### config.mk
export PLATFORM = sky130hd
export DESIGN_NAME = peaking_biquad_filter
export DESIGN_NICKNAME = d
export VERILOG_FILES = /design/src/rtl/bqf_pkg.sv /design/src/rtl/bqf_sequencer.sv /design/src/rtl/bqf_datapath.sv /design/src/rtl/peaking_biquad_filter.sv
export SDC_FILE = /design/constraint.sdc
export NUM_CORES = 2
export LEC_CHECK = 0
export BUFFER_PORTS_ARGS = -buffer_cell sky130_fd_sc_hd__buf_4
export CAP_MARGIN = 20
export CELL_PAD_IN_SITES_DETAIL_PLACEMENT = 1
export CELL_PAD_IN_SITES_GLOBAL_PLACEMENT = 2
export CORE_ASPECT_RATIO = 0.8
export CORE_MARGIN = 1.5
export CORE_UTILIZATION = 40
export CTS_CLUSTER_SIZE = 25
export DETAILED_ROUTE_END_ITERATION = 16
export PLACE_DENSITY_LB_ADDON = 0.2
export SYNTH_ARGS = -nofsm -noshare
export SYNTH_HDL_FRONTEND = slang
export SYNTH_HIERARCHICAL = 1
export SYNTH_SLANG_ARGS = --single-unit
### constraint.sdc
create_clock -name clock -period 12.9 [get_ports clock]
set_input_delay 1.935 -clock clock [delete_from_list [all_inputs] [get_ports clock]]
set_output_delay 1.935 -clock clock [all_outputs]
set_load 0.02 [all_outputs]
### src/rtl/bqf_pkg.sv
package bqf_pkg;

   localparam int SAMPLE_W  = 16;
   localparam int COEF_W    = 32;
   localparam int COEF_FRAC = 24;
   localparam int NUM_COEF  = 6;
   localparam int GAIN_IDX  = 5;
   localparam int CSR_IDX_W = 3;
   localparam int STEP_W    = 4;

   localparam int ACC_W     = COEF_W + SAMPLE_W + 3;
   localparam int HI_W      = ACC_W - COEF_FRAC;
   localparam int LO_W      = COEF_FRAC;
   localparam int OPB_MAX0  = (SAMPLE_W > HI_W) ? SAMPLE_W : HI_W;
   localparam int OPB_MAX   = (OPB_MAX0 > LO_W) ? OPB_MAX0 : LO_W;
   localparam int MUL_A_W   = COEF_W + 1;
   localparam int MUL_B_W   = OPB_MAX + 1;
   localparam int PROD_W    = MUL_A_W + MUL_B_W;
   localparam int RND_W     = LO_W + COEF_W + 1;
   localparam int HIPROD_W  = HI_W + COEF_W;
   localparam int SUM_W     = HIPROD_W + 1;
   localparam int Q_W       = SUM_W - COEF_FRAC;

   localparam logic [COEF_W-1:0] COEF_UNITY = COEF_W'(64'd1 << COEF_FRAC);
   localparam logic [COEF_W-1:0] COEF_RESET [NUM_COEF] = '{
      COEF_UNITY, '0, '0, '0, '0, COEF_UNITY
   };

   typedef enum logic [CSR_IDX_W-1:0] {
      REG_FF_COEF_0,
      REG_FF_COEF_1,
      REG_FF_COEF_2,
      REG_FB_COEF_1,
      REG_FB_COEF_2,
      REG_NORM_GAIN
   } csr_reg_type;

   typedef enum logic [2:0] {
      A_FF0,
      A_FF1,
      A_FF2,
      A_FB1,
      A_FB2,
      A_GAIN_MAG
   } a_sel_type;

   typedef enum logic [2:0] {
      B_SAMPLE_IN,
      B_X1,
      B_X2,
      B_Y1,
      B_Y2,
      B_ACC_LO,
      B_ACC_HI
   } b_sel_type;

   typedef enum logic [1:0] {
      ACC_HOLD,
      ACC_LOAD,
      ACC_ADD,
      ACC_ABS
   } acc_op_type;

   typedef enum logic [1:0] {
      COND_NEVER,
      COND_NO_REQ,
      COND_OUT_BUSY
   } cond_type;

   typedef enum logic [STEP_W-1:0] {
      STEP_IDLE,
      STEP_MAC_1,
      STEP_MAC_2,
      STEP_MAC_3,
      STEP_MAC_4,
      STEP_MAC_5,
      STEP_ABS,
      STEP_RND_LO,
      STEP_RND_HI,
      STEP_FINISH
   } step_type;

   typedef struct packed {
      logic       take_req;
      a_sel_type  a_sel;
      b_sel_type  b_sel;
      acc_op_type acc_op;
      logic       rnd_load;
      logic       finish;
      cond_type   cond;
      logic       restart;
      step_type   jump_tgt;
   } ucode_word_type;

   typedef struct packed {
      a_sel_type  a_sel;
      b_sel_type  b_sel;
      acc_op_type acc_op;
      logic       rnd_load;
      logic       sample_load;
      logic       result_load;
   } dp_ctl_type;

   typedef struct packed {
      logic out_busy;
   } dp_stat_type;

endpackage

### src/rtl/bqf_sequencer.sv
module bqf_sequencer (
   input  logic                 clock,
   input  logic                 reset,
   input  logic                 req_valid,
   output logic                 req_stall,
   input  bqf_pkg::dp_stat_type stat,
   output bqf_pkg::dp_ctl_type  ctl
);
   import bqf_pkg::*;

   step_type       step_ff;
   step_type       step_in;
   ucode_word_type word;
   logic           accept;
   logic           taken;

   // One control word per step; a taken condition loads the jump target.
   function automatic ucode_word_type ucode(input step_type step);
      ucode_word_type w;
      unique case (step)
         STEP_IDLE:
            w = '{1'b1, A_FF0, B_SAMPLE_IN, ACC_HOLD, 1'b0, 1'b0,
                  COND_NO_REQ, 1'b0, STEP_IDLE};
         STEP_MAC_1:
            w = '{1'b0, A_FF1, B_X1, ACC_LOAD, 1'b0, 1'b0,
                  COND_NEVER, 1'b0, STEP_IDLE};
         STEP_MAC_2:
            w = '{1'b0, A_FF2, B_X2, ACC_ADD, 1'b0, 1'b0,
                  COND_NEVER, 1'b0, STEP_IDLE};
         STEP_MAC_3:
            w = '{1'b0, A_FB1, B_Y1, ACC_ADD, 1'b0, 1'b0,
                  COND_NEVER, 1'b0, STEP_IDLE};
         STEP_MAC_4:
            w = '{1'b0, A_FB2, B_Y2, ACC_ADD, 1'b0, 1'b0,
                  COND_NEVER, 1'b0, STEP_IDLE};
         STEP_MAC_5:
            w = '{1'b0, A_FF0, B_SAMPLE_IN, ACC_ADD, 1'b0, 1'b0,
                  COND_NEVER, 1'b0, STEP_IDLE};
         STEP_ABS:
            w = '{1'b0, A_GAIN_MAG, B_ACC_LO, ACC_ABS, 1'b0, 1'b0,
                  COND_NEVER, 1'b0, STEP_IDLE};
         STEP_RND_LO:
            w = '{1'b0, A_GAIN_MAG, B_ACC_LO, ACC_HOLD, 1'b0, 1'b0,
                  COND_NEVER, 1'b0, STEP_IDLE};
         STEP_RND_HI:
            w = '{1'b0, A_GAIN_MAG, B_ACC_HI, ACC_HOLD, 1'b1, 1'b0,
                  COND_NEVER, 1'b0, STEP_IDLE};
         STEP_FINISH:
            w = '{1'b0, A_GAIN_MAG, B_ACC_HI, ACC_HOLD, 1'b0, 1'b1,
                  COND_OUT_BUSY, 1'b1, STEP_FINISH};
         default:
            w = '{1'b0, A_FF0, B_SAMPLE_IN, ACC_HOLD, 1'b0, 1'b0,
                  COND_NEVER, 1'b1, STEP_IDLE};
      endcase
      return w;
   endfunction

   always_comb begin
      word      = ucode(step_ff);
      accept    = req_valid & word.take_req;
      req_stall = ~word.take_req;
      ctl.a_sel       = word.a_sel;
      ctl.b_sel       = word.b_sel;
      ctl.acc_op      = word.acc_op;
      ctl.rnd_load    = word.rnd_load;
      ctl.sample_load = accept;
      ctl.result_load = word.finish & ~stat.out_busy;
   end

   always_comb begin
      case (word.cond)
         COND_NO_REQ:   taken = ~accept;
         COND_OUT_BUSY: taken = stat.out_busy;
         default:       taken = 1'b0;
      endcase
      if (taken) begin
         step_in = word.jump_tgt;
      end else if (word.restart) begin
         step_in = STEP_IDLE;
      end else begin
         step_in = step_type'(STEP_W'(step_ff) + STEP_W'(1));
      end
   end

   always_ff @(posedge clock) begin
      if (reset) begin
         step_ff <= STEP_IDLE;
      end else begin
         step_ff <= step_in;
      end
   end

endmodule

### src/rtl/bqf_datapath.sv
module bqf_datapath (
   input  logic                                 clock,
   input  logic                                 reset,
   input  bqf_pkg::dp_ctl_type                  ctl,
   output bqf_pkg::dp_stat_type                 stat,
   input  logic                                 csr_write,
   input  logic [bqf_pkg::CSR_IDX_W-1:0]        csr_index,
   input  logic [bqf_pkg::COEF_W-1:0]           csr_data,
   input  logic signed [bqf_pkg::SAMPLE_W-1:0]  req_sample_in,
   input  logic                                 rsp_stall,
   output logic                                 rsp_valid,
   output logic signed [bqf_pkg::SAMPLE_W-1:0]  rsp_sample_out
);
   import bqf_pkg::*;

   localparam logic [RND_W-1:0]    RND_HALF   = RND_W'(64'd1 << (2 * COEF_FRAC - 1));
   localparam logic [Q_W-1:0]      Q_MAXPOS   = Q_W'((64'd1 << (SAMPLE_W - 1)) - 64'd1);
   localparam logic [Q_W-1:0]      Q_MINMAG   = Q_MAXPOS + Q_W'(1);
   localparam logic [SAMPLE_W-1:0] SAMPLE_MAX = {1'b0, {(SAMPLE_W - 1){1'b1}}};
   localparam logic [SAMPLE_W-1:0] SAMPLE_MIN = {1'b1, {(SAMPLE_W - 1){1'b0}}};

   logic [COEF_W-1:0]         coef_ff [NUM_COEF];
   logic [COEF_W-1:0]         coef_in [NUM_COEF];
   logic [COEF_W-1:0]         gain_mag;
   logic signed [MUL_A_W-1:0] mul_a;
   logic signed [MUL_B_W-1:0] mul_b;
   logic signed [PROD_W-1:0]  prod_ff;
   logic signed [PROD_W-1:0]  prod_in;
   logic [ACC_W-1:0]          acc_ff;
   logic [ACC_W-1:0]          acc_in;
   logic                      neg_ff;
   logic                      neg_in;
   logic [RND_W-1:0]          rnd_ff;
   logic [SUM_W-1:0]          sum;
   logic [Q_W-1:0]            q;
   logic [SAMPLE_W-1:0]       res;
   logic [SAMPLE_W-1:0]       x0_ff;
   logic [SAMPLE_W-1:0]       x1_ff;
   logic [SAMPLE_W-1:0]       x2_ff;
   logic [SAMPLE_W-1:0]       y1_ff;
   logic [SAMPLE_W-1:0]       y2_ff;
   logic                      rsp_valid_ff;
   logic                      rsp_valid_in;
   logic [SAMPLE_W-1:0]       rsp_data_ff;

   function automatic logic [MUL_A_W-1:0] coef_sx(input logic [COEF_W-1:0] c);
      return {c[COEF_W-1], c};
   endfunction

   function automatic logic [MUL_B_W-1:0] samp_sx(input logic [SAMPLE_W-1:0] s);
      return {{(MUL_B_W - SAMPLE_W){s[SAMPLE_W-1]}}, s};
   endfunction

   always_comb begin
      coef_in = coef_ff;
      if (csr_write) begin
         unique case (csr_reg_type'(csr_index))
            REG_FF_COEF_0: coef_in[0] = csr_data;
            REG_FF_COEF_1: coef_in[1] = csr_data;
            REG_FF_COEF_2: coef_in[2] = csr_data;
            REG_FB_COEF_1: coef_in[3] = csr_data;
            REG_FB_COEF_2: coef_in[4] = csr_data;
            REG_NORM_GAIN: coef_in[5] = csr_data;
            default:       coef_in = coef_ff;
         endcase
      end
   end

   assign gain_mag = coef_ff[GAIN_IDX][COEF_W-1] ? (~coef_ff[GAIN_IDX] + COEF_W'(1))
                                                 : coef_ff[GAIN_IDX];

   always_comb begin
      case (ctl.a_sel)
         A_FF0:      mul_a = coef_sx(coef_ff[0]);
         A_FF1:      mul_a = coef_sx(coef_ff[1]);
         A_FF2:      mul_a = coef_sx(coef_ff[2]);
         A_FB1:      mul_a = coef_sx(coef_ff[3]);
         A_FB2:      mul_a = coef_sx(coef_ff[4]);
         A_GAIN_MAG: mul_a = {1'b0, gain_mag};
         default:    mul_a = '0;
      endcase
      case (ctl.b_sel)
         B_SAMPLE_IN: mul_b = samp_sx(req_sample_in);
         B_X1:        mul_b = samp_sx(x1_ff);
         B_X2:        mul_b = samp_sx(x2_ff);
         B_Y1:        mul_b = samp_sx(y1_ff);
         B_Y2:        mul_b = samp_sx(y2_ff);
         B_ACC_LO:    mul_b = {{(MUL_B_W - LO_W){1'b0}}, acc_ff[LO_W-1:0]};
         B_ACC_HI:    mul_b = {{(MUL_B_W - HI_W){1'b0}}, acc_ff[ACC_W-1:LO_W]};
         default:     mul_b = '0;
      endcase
      prod_in = mul_a * mul_b;
   end

   always_comb begin
      acc_in = acc_ff;
      neg_in = neg_ff;
      case (ctl.acc_op)
         ACC_LOAD: acc_in = prod_ff[ACC_W-1:0];
         ACC_ADD:  acc_in = acc_ff + prod_ff[ACC_W-1:0];
         ACC_ABS: begin
            acc_in = acc_ff[ACC_W-1] ? (~acc_ff + ACC_W'(1)) : acc_ff;
            neg_in = acc_ff[ACC_W-1] ^ coef_ff[GAIN_IDX][COEF_W-1];
         end
         default:  acc_in = acc_ff;
      endcase
   end

   // The rounded magnitude is the high product plus the carried low half.
   always_comb begin
      sum = SUM_W'(prod_ff[HIPROD_W-1:0]) + SUM_W'(rnd_ff >> COEF_FRAC);
      q   = sum[SUM_W-1:COEF_FRAC];
      if (neg_ff) begin
         res = (q > Q_MINMAG) ? SAMPLE_MIN : (~q[SAMPLE_W-1:0] + SAMPLE_W'(1));
      end else begin
         res = (q > Q_MAXPOS) ? SAMPLE_MAX : q[SAMPLE_W-1:0];
      end
   end

   assign stat.out_busy = rsp_valid_ff & rsp_stall;

   always_comb begin
      if (ctl.result_load) begin
         rsp_valid_in = 1'b1;
      end else if (rsp_stall) begin
         rsp_valid_in = rsp_valid_ff;
      end else begin
         rsp_valid_in = 1'b0;
      end
   end

   always_ff @(posedge clock) begin
      if (reset) begin
         coef_ff      <= COEF_RESET;
         x1_ff        <= '0;
         x2_ff        <= '0;
         y1_ff        <= '0;
         y2_ff        <= '0;
         rsp_valid_ff <= 1'b0;
      end else begin
         coef_ff      <= coef_in;
         rsp_valid_ff <= rsp_valid_in;
         if (ctl.result_load) begin
            x1_ff <= x0_ff;
            x2_ff <= x1_ff;
            y1_ff <= res;
            y2_ff <= y1_ff;
         end
      end
   end

   always_ff @(posedge clock) begin
      prod_ff <= prod_in;
      acc_ff  <= acc_in;
      neg_ff  <= neg_in;
      if (ctl.sample_load) begin
         x0_ff <= req_sample_in;
      end
      if (ctl.rnd_load) begin
         rnd_ff <= prod_ff[RND_W-1:0] + RND_HALF;
      end
      if (ctl.result_load) begin
         rsp_data_ff <= res;
      end
   end

   assign rsp_valid      = rsp_valid_ff;
   assign rsp_sample_out = rsp_data_ff;

endmodule

### src/rtl/peaking_biquad_filter.sv
// Channel   Direction  Handshake              Payload
// req       in         req_valid / req_stall  req_sample_in (signed 16)
// rsp       out        rsp_valid / rsp_stall  rsp_sample_out (signed 16)
// csr       in         csr_valid / csr_ready  csr_index (3), csr_data (32)
//
// After its transfer, a sample runs through the tap, absolute value, rounding and finish steps
// before the next sample can be taken, longer only while a result is held by rsp_stall.
// The work is done by one shared 33x28 multiplier, used for five taps and, after an
// absolute value, for the two halves of the gain product, which are then rounded.
// A new sample may be taken while the previous result still waits in the output register.
// Reset is synchronous and restores the default coefficients and clears the history.
module peaking_biquad_filter (
   input  logic                                 clock,
   input  logic                                 reset,
   input  logic                                 req_valid,
   output logic                                 req_stall,
   input  logic signed [bqf_pkg::SAMPLE_W-1:0]  req_sample_in,
   output logic                                 rsp_valid,
   input  logic                                 rsp_stall,
   output logic signed [bqf_pkg::SAMPLE_W-1:0]  rsp_sample_out,
   input  logic                                 csr_valid,
   output logic                                 csr_ready,
   input  logic [bqf_pkg::CSR_IDX_W-1:0]        csr_index,
   input  logic [bqf_pkg::COEF_W-1:0]           csr_data
);
   import bqf_pkg::*;

   dp_ctl_type  ctl;
   dp_stat_type stat;
   logic        csr_write;

   assign csr_ready = 1'b1;
   assign csr_write = csr_valid & csr_ready;

   bqf_sequencer u_sequencer (
      .clock     (clock),
      .reset     (reset),
      .req_valid (req_valid),
      .req_stall (req_stall),
      .stat      (stat),
      .ctl       (ctl)
   );

   bqf_datapath u_datapath (
      .clock          (clock),
      .reset          (reset),
      .ctl            (ctl),
      .stat           (stat),
      .csr_write      (csr_write),
      .csr_index      (csr_index),
      .csr_data       (csr_data),
      .req_sample_in  (req_sample_in),
      .rsp_stall      (rsp_stall),
      .rsp_valid      (rsp_valid),
      .rsp_sample_out (rsp_sample_out)
   );

endmodule

==> After elaboration in Yosys (flattened, before gate mapping) <==
Memories as Yosys holds them, arrays and structs flattened. A register that Yosys moved wholly into a read port is not among the register bits.
Index checks and enable logic that the tools add are counted.
{ "word_totals": {"reg_bits": 461, "n_memories": 1, "elab_cells": 88, "romBits": 256, "output_inout_bits": 19, "inputBits": 56} }
{ "mem_list": {"columns": ["name", "words", "width", "rd", "rd_clocked_by_memory_dff", "write_ports", "line_no", "rtl"], "rows": [
  ["(no name shown)", 16, 16, 1, 1, 0, "bqf_sequencer.sv:20", "unique case (step)"]
]} }
{ "classes": {"multipliers": 1, "bitwise_logic": 10, "n_addsub": 7, "n_mux": 14, "n_lt_le_gt_ge": 2, "n_eq_ne": 23, "reduce_logical": 11} }
{ "op_table": {"columns": ["op", "count"], "rows": [
  ["$pmux W33 S6", 1],
  ["$pmux W28 S7", 1],
  ["$pmux W51 S3", 1],
  ["$add A59 B33 Y60", 1],
  ["$mul A33 B28 Y59", 1],
  ["$add A57 B48 Y57 const B", 1],
  ["$add A51 B1 Y51 const B", 1],
  ["$add A51 B51 Y51", 1],
  ["$mux W51", 1],
  ["$not A51 Y51", 1],
  ["$mux W16", 3],
  ["$gt A36 B15 Y1 const B", 1],
  ["$gt A36 B16 Y1 const B", 1],
  ["$add A32 B1 Y32 const B", 1],
  ["$mux W32", 1],
  ["$not A32 Y32", 1],
  ["$eq A3 B3 Y1 const B", 7],
  ["$eq A3 B2 Y1 const B", 6],
  ["$add A16 B1 Y16 const B", 1],
  ["$not A16 Y16", 1],
  ["$reduce_and A2 Y1", 7],
  ["$mux W4", 3],
  ["$eq A3 B1 Y1 const B", 3],
  ["$logic_not A3 Y1", 3],
  ["10 further kinds", 19]
]} }

==> Depth between registers and ports, before layout <==
{ "depth": {"word_depth": 5, "ltp_mapped": 40, "mapped_depth_nobuf": 37} }

==> Cells and area by module <==
Netlist, hierarchy kept.
{ "by_module_without_submodules": {"columns": ["mod", "cells_per_inst", "instances", "seq_area_each_um2", "area_per_inst_um2"], "rows": [
  ["bqf_datapath", 6280, 1, 9839.4, 55092.8],
  ["bqf_sequencer", 79, 1, 300.3, 770.7],
  ["peaking_biquad_filter", 2, 1, 0.0, 11.3]
]} }

==> Least setup slack after synthesis <==
Ideal clock, no wire load.
{ "synth_path": {"kind": "in2reg", "start": "input req_sample_in[15] (netlist name)", "end": "register u_datapath.prod_ff[56]", "setup_time_ns": 0.120, "arrival_ns": 10.075, "required_time_ns": 12.780, "slack_ns": 2.705, "path_stages": 35, "n_path_buf": 2, "path_cell_list": "mux2i_1 > nor2_1 > a21oi_1 > o21ai_0 > clkbuf_1 > a21oi_1 > clkbuf_1 > nor2_1 > fa_1 > inv_1 > fa_1 > inv_1 > fa_1 > inv_1 > fa_1 > inv_1 > fa_1 > fa_1 > fa_1 > inv_1 > fa_1 > inv_1 > ha_1 > nand2_1 > nor3_1 > o2111ai_1 > a2111oi_0 > nor3_1 > o31ai_1 > a2111o_1 > o21ai_0 > o21ai_0 > a211o_1 > a21oi_1 > xnor2_1"} }
{ "synth_between": {"elab_chain_cells": 2} }
{ "synth_rtl": {"columns": ["item", "line_no", "rtl"], "rows": [
  ["from (decl)", "peaking_biquad_filter.sv:17", "input logic signed [bqf_pkg::SAMPLE_W-1:0] req_sample_in,"],
  ["$pmux W28 S7", "bqf_datapath.sv:82", "case (ctl.b_sel)"],
  ["$mul A33 B28 Y59", "bqf_datapath.sv:92", "prod_in = mul_a * mul_b;"],
  ["net u_datapath.prod_in[56]", "bqf_datapath.sv:28", "logic signed [PROD_W-1:0] prod_in;"],
  ["to (signal assigned)", "bqf_datapath.sv:153", "prod_ff <= prod_in;"],
  ["to (decl)", "bqf_datapath.sv:27", "logic signed [PROD_W-1:0] prod_ff;"]
]} }
The timed path passes the listed nets, and every way through them passes these cells.
A chain may end at the register's enable or synchronous reset.

==> Worst setup path after layout <==
{ "layout_path": {"start": "register u_sequencer/word[16] (netlist name)", "end": "register u_datapath.prod_ff[56]"} }
{ "layout_between": {"elab_chain_cells": 3, "word_cells_on_any_way": 8, "classes_between": "mul: 1; eq/ne: 5; mux: 1; reduce/logical: 1"} }
{ "layout_rtl": {"columns": ["item", "line_no", "rtl"], "rows": [
  ["$eq A3 B3 Y1, or another cell as far along", "bqf_datapath.sv:73", "case (ctl.a_sel)"],
  ["$pmux W33 S6 (*)", "bqf_datapath.sv:73", null],
  ["$mul A33 B28 Y59 (*)", "bqf_datapath.sv:92", null],
  ["net u_datapath.prod_in[56]", "bqf_datapath.sv:28", null]
]} }
Mark *: on every way through the listed nets, which the timed path passes. The rest lies on a longest branch.

==> flow_metrics.py <==
metrics = {
    "setup_path": {
        "worst-endpoint-required_ns": 13.44,
        "critPathLaunchType": "flop",
        "cp_capture_type": "flop",
        "critical-path-top-cell-by-count": "sky130_fd_sc_hd__fa_1",
        "worst-setup-path-type": "reg2reg",
        "slowest_delay_ns": 1.04,
        "critical-path-slowest-cell": "sky130_fd_sc_hd__a211oi_1",
        "reg2regPathDepth": 31,
        "worstReg2RegEnd": "u_datapath/prod_ff[56]$_DFF_P_",
        "worstPathArrival_ns": 12.36,
        "regToRegStartpoint": "u_sequencer/word[16]$_DFF_P_",
        "critical_path.max_fanout": 33,
        "r2r_slack_ns": 1.08,
    },
    "power": {
        "power_per_cell_area_nw_per_um2": 159.0,
        "p_leak_nw": 27.43,
        "fin_total_pwr_mw": 9.628,
        "peakVddDrop_v": 0.0001043,
    },
    "floorplanning": {
        "floorplan.die_area_sq_um": 142000,
        "num_rows": 122,
        "core_area_sq_um": 138500,
        "pin_count": 75,
        "floorplan.die.width_um": 420.9,
        "start_util": 0.4036,
        "die-height_um": 337.3,
    },
    "synth": {
        "synthTopCellsByArea": "sky130_fd_sc_hd__fa_1, sky130_fd_sc_hd__dfxtp_1, sky130_fd_sc_hd__nand2_1",
        "synth-edff-count": 117,
        "yosys.area.top_type_share": 0.3354,
        "synth-main-ff-cell": "sky130_fd_sc_hd__dfxtp_1",
        "sequential_cell_area_fraction_in_the_yosys_report": 0.1815,
        "netlist_area_sq_um": 55870,
        "ys.warnings.count": 6,
        "syn-num-nets": 7633,
        "number_of_library_cell_types_mapped_by_synthesis": 103,
        "avgSynthCellArea_sq_um": 8.784,
        "ffs_w_async_s_r_synth": 0,
        "postSynthCellCount": 6361,
        "synth_largest_area_cell": "sky130_fd_sc_hd__fa_1",
        "synth_common_cells": "sky130_fd_sc_hd__nand2_1, sky130_fd_sc_hd__inv_1, sky130_fd_sc_hd__fa_1",
        "synth_most_common_cell": "sky130_fd_sc_hd__nand2_1",
        "postSynthRegisterBits": 448,
    },
    "global_route": {
        "global_route.usage.total": 0.3042,
        "grt_remaining_overflow": 0,
        "grt_pass1_vias": 47930,
        "grt_first_pass_wirelength_mm": 319.6,
        "grt_start_max_net_pins": 107,
        "antenna_found_initial": 12,
    },
    "layout": {
        "post_route_cells_drive_above_1_share": 0.06999,
        "final_nets": 7581,
        "syn2layout_area_growth_pct": 8.348,
        "final_area_sq_um": 60540,
        "utilization": 0.4373,
        "final_cells": 8206,
    },
    "drt": {
        "drc": 0,
        "detail_route.iter0.violations": 3633,
        "route.detailed.wl_per_inst_um": 25.94,
        "viasPerCell": 5.526,
        "detail_route.first_pass.iterations": 7,
        "route.vias.total": 45350,
        "postRouteAntennaNets": 0,
        "finalWirelength_mm": 212.8,
    },
    "timing": {
        "timing.final.max_slew_violations": 0,
        "worst_clock_skew_ns": 0.04008,
        "post-route-period-util": 0.9162,
        "maxClockFrequency_ghz": 0.08461,
        "fin_tns_setup_ns": 0,
        "tightestPinTransition_ns": 1.284,
        "finalSetupViolCount": 0,
        "rsz_0062_raised_after_global_routing": "no",
        "timing.max_slew.rel_slack": 0.1389,
        "finalHoldViolCount": 0,
        "layout_min_cycle_time_ns": 11.82,
    },
    "flow_run": {
        "max_capacitance_violation_total": 0,
    },
    "placement": {
        "number_of_cells_after_detailed_placement": 8119,
        "sum_of_net_half_perimeters_after_detailed_placement_mm": 170.4,
        "place.port_buffers": 73,
        "gp_congestion": 0.9754,
        "placement_stage_cell_area_sq_um": 58900,
    },
    "cts": {
        "postCtsSetupBuffers": 0,
        "clock_transition_at_path_regs_ns": 0.07,
        "postCtsResizedCells": 0,
        "cts_tree": "done",
        "clk-insertion-delay-late_ns": 0.63,
        "cts-buffers-inserted": 45,
        "cts.sink_count": 448,
        "h-tree-depth": 2,
        "clock_tree.root_cell": "sky130_fd_sc_hd__clkbuf_16",
        "clock_tree.buffer_depth": 3,
        "cts-hold-fix-buffers": 0,
    },
    "hold_path": {
        "min_to": "u_datapath/coef_ff[43]$_SDFFE_PP0P_",
        "hold_path.startpoint": "u_datapath/coef_ff[43]$_SDFFE_PP0P_",
        "holdPathStages": 2,
        "hp-class": "reg2reg",
    },
    "run_status": {
        "run_status": "completed",
    },
}
==> worst max-delay path by stage <==
stage                                  startpoint                             end  slack [ns]  cells after the start
2_1_floorplan                   req_sample_in[15]  u_datapath/prod_ff[56]$_DFF_P_        2.70                     35
3_3_place_gp                    req_sample_in[15]  u_datapath/prod_ff[55]$_DFF_P_        1.28                     33
3_5_place_dp                    req_sample_in[15]  u_datapath/prod_ff[54]$_DFF_P_        1.05                     33
4_1_cts        u_datapath/coef_ff[2]$_SDFFE_PP0P_  u_datapath/prod_ff[54]$_DFF_P_        1.25                     34
5_1_grt        u_datapath/coef_ff[2]$_SDFFE_PP0P_  u_datapath/prod_ff[54]$_DFF_P_        0.42                     34
6_report             u_sequencer/word[16]$_DFF_P_  u_datapath/prod_ff[56]$_DFF_P_        1.08                     31
==> flip-flops by register name, summed over array words and instances, names as in the netlist, 33 cells and up <==
| register | flops |
|---|---|
| u_datapath/acc_ff | 51 |
| u_datapath/rnd_ff | 33 |
| u_datapath/coef_ff | 192 |
| u_datapath/prod_ff | 59 |
==> critical path: cells and delay by family (launching register included) <==
family          cells  cell delay [ns]
simple gates        3             0.94
xor+xnor            1             0.14
flops               1             0.49
fa+ha+maj           9             4.20
buf+inv             5             0.85
compound gates     13             5.06
==> layer usage <==
metal | routed length, um | part of all wire | global-route usage | vias up
met5 | 47 | 0.00022 | 0 | -
met2 | 96500 | 0.45 | 0.4859 | 1256
met4 | 5285 | 0.025 | 0.06383 | 6
met1 | 97470 | 0.46 | 0.4381 | 23830
li1 | - | - | - | 20050
met3 | 13540 | 0.064 | 0.04351 | 205
==> cells by family (layout without fill, tap and decap cells) <==
group | Yosys count | after routing | synth area share
AOI/OAI and AO/OA | 944 | 944 | 0.1100
xor gates and xnor gates | 208 | 208 | 0.03274
adders and majority gates | 1216 | 1216 | 0.3981
buffers and inverters | 1356 | 1339 | 0.09295
DFF | 448 | 448 | 0.1815
muxes | 124 | 124 | 0.02983
other | 1 | 3 | 0.00006711
and+or+nand+nor | 2064 | 2064 | 0.1549
==> report_power, final <==
part | internal (mW) | switching (mW)
combinational | 2.21 | 3.79
sequential | 1.70 | 0.469
clock | 0.817 | 0.635
total | 4.73 | 4.90
==> placed cells by master, fill, tap and decap left out, types with 25 or more instances in the layout <==
cell type and n:
sky130_fd_sc_hd__clkbuf_16 45, sky130_fd_sc_hd__ha_1 280, sky130_fd_sc_hd__and2_1 34, sky130_fd_sc_hd__o21a_1 25
sky130_fd_sc_hd__dfxtp_1 327, sky130_fd_sc_hd__o21ai_0 132, sky130_fd_sc_hd__mux2i_1 80, sky130_fd_sc_hd__xor2_1 93
sky130_fd_sc_hd__nand2_1 1021, sky130_fd_sc_hd__fa_1 936, sky130_fd_sc_hd__a21o_1 75, sky130_fd_sc_hd__nand2b_1 39
sky130_fd_sc_hd__nor3_1 51, sky130_fd_sc_hd__mux4_2 33, sky130_fd_sc_hd__xnor2_1 114, sky130_fd_sc_hd__a21oi_1 354
sky130_fd_sc_hd__inv_1 1022, sky130_fd_sc_hd__nand3_1 68, sky130_fd_sc_hd__nor2_1 664, sky130_fd_sc_hd__and3_1 25
sky130_fd_sc_hd__buf_4 227, sky130_fd_sc_hd__o22a_1 27, sky130_fd_sc_hd__edfxtp_1 117
==> final cells by class <==
cell class | count | area [sq um]
Fill cell | 16210 | 77910
Multi-Input combinational cell | 4557 | 40830
Sequential cell | 448 | 10150
Inverter | 1024 | 3844
Tap cell | 1860 | 2327
Timing Repair Buffer | 233 | 1824
Clock buffer | 67 | 1289
Clock inverter | 15 | 266.5
Antenna cell | 2 | 5.005
==> metrics by stage <==
| step | worst slack, ns | hold slack [ns] |
|---|---|---|
| 2_1_floorplan | 2.705 | 0.4329 |
| 3_3_place_gp | 1.279 | 0.4382 |
| 3_5_place_dp | 1.049 | 0.4464 |
| 4_1_cts | 1.246 | 0.4557 |
| 5_1_grt | 0.4211 | 0.4645 |
| 6_report | 1.081 | 0.4516 |
(Power assumes the default switching activity.)
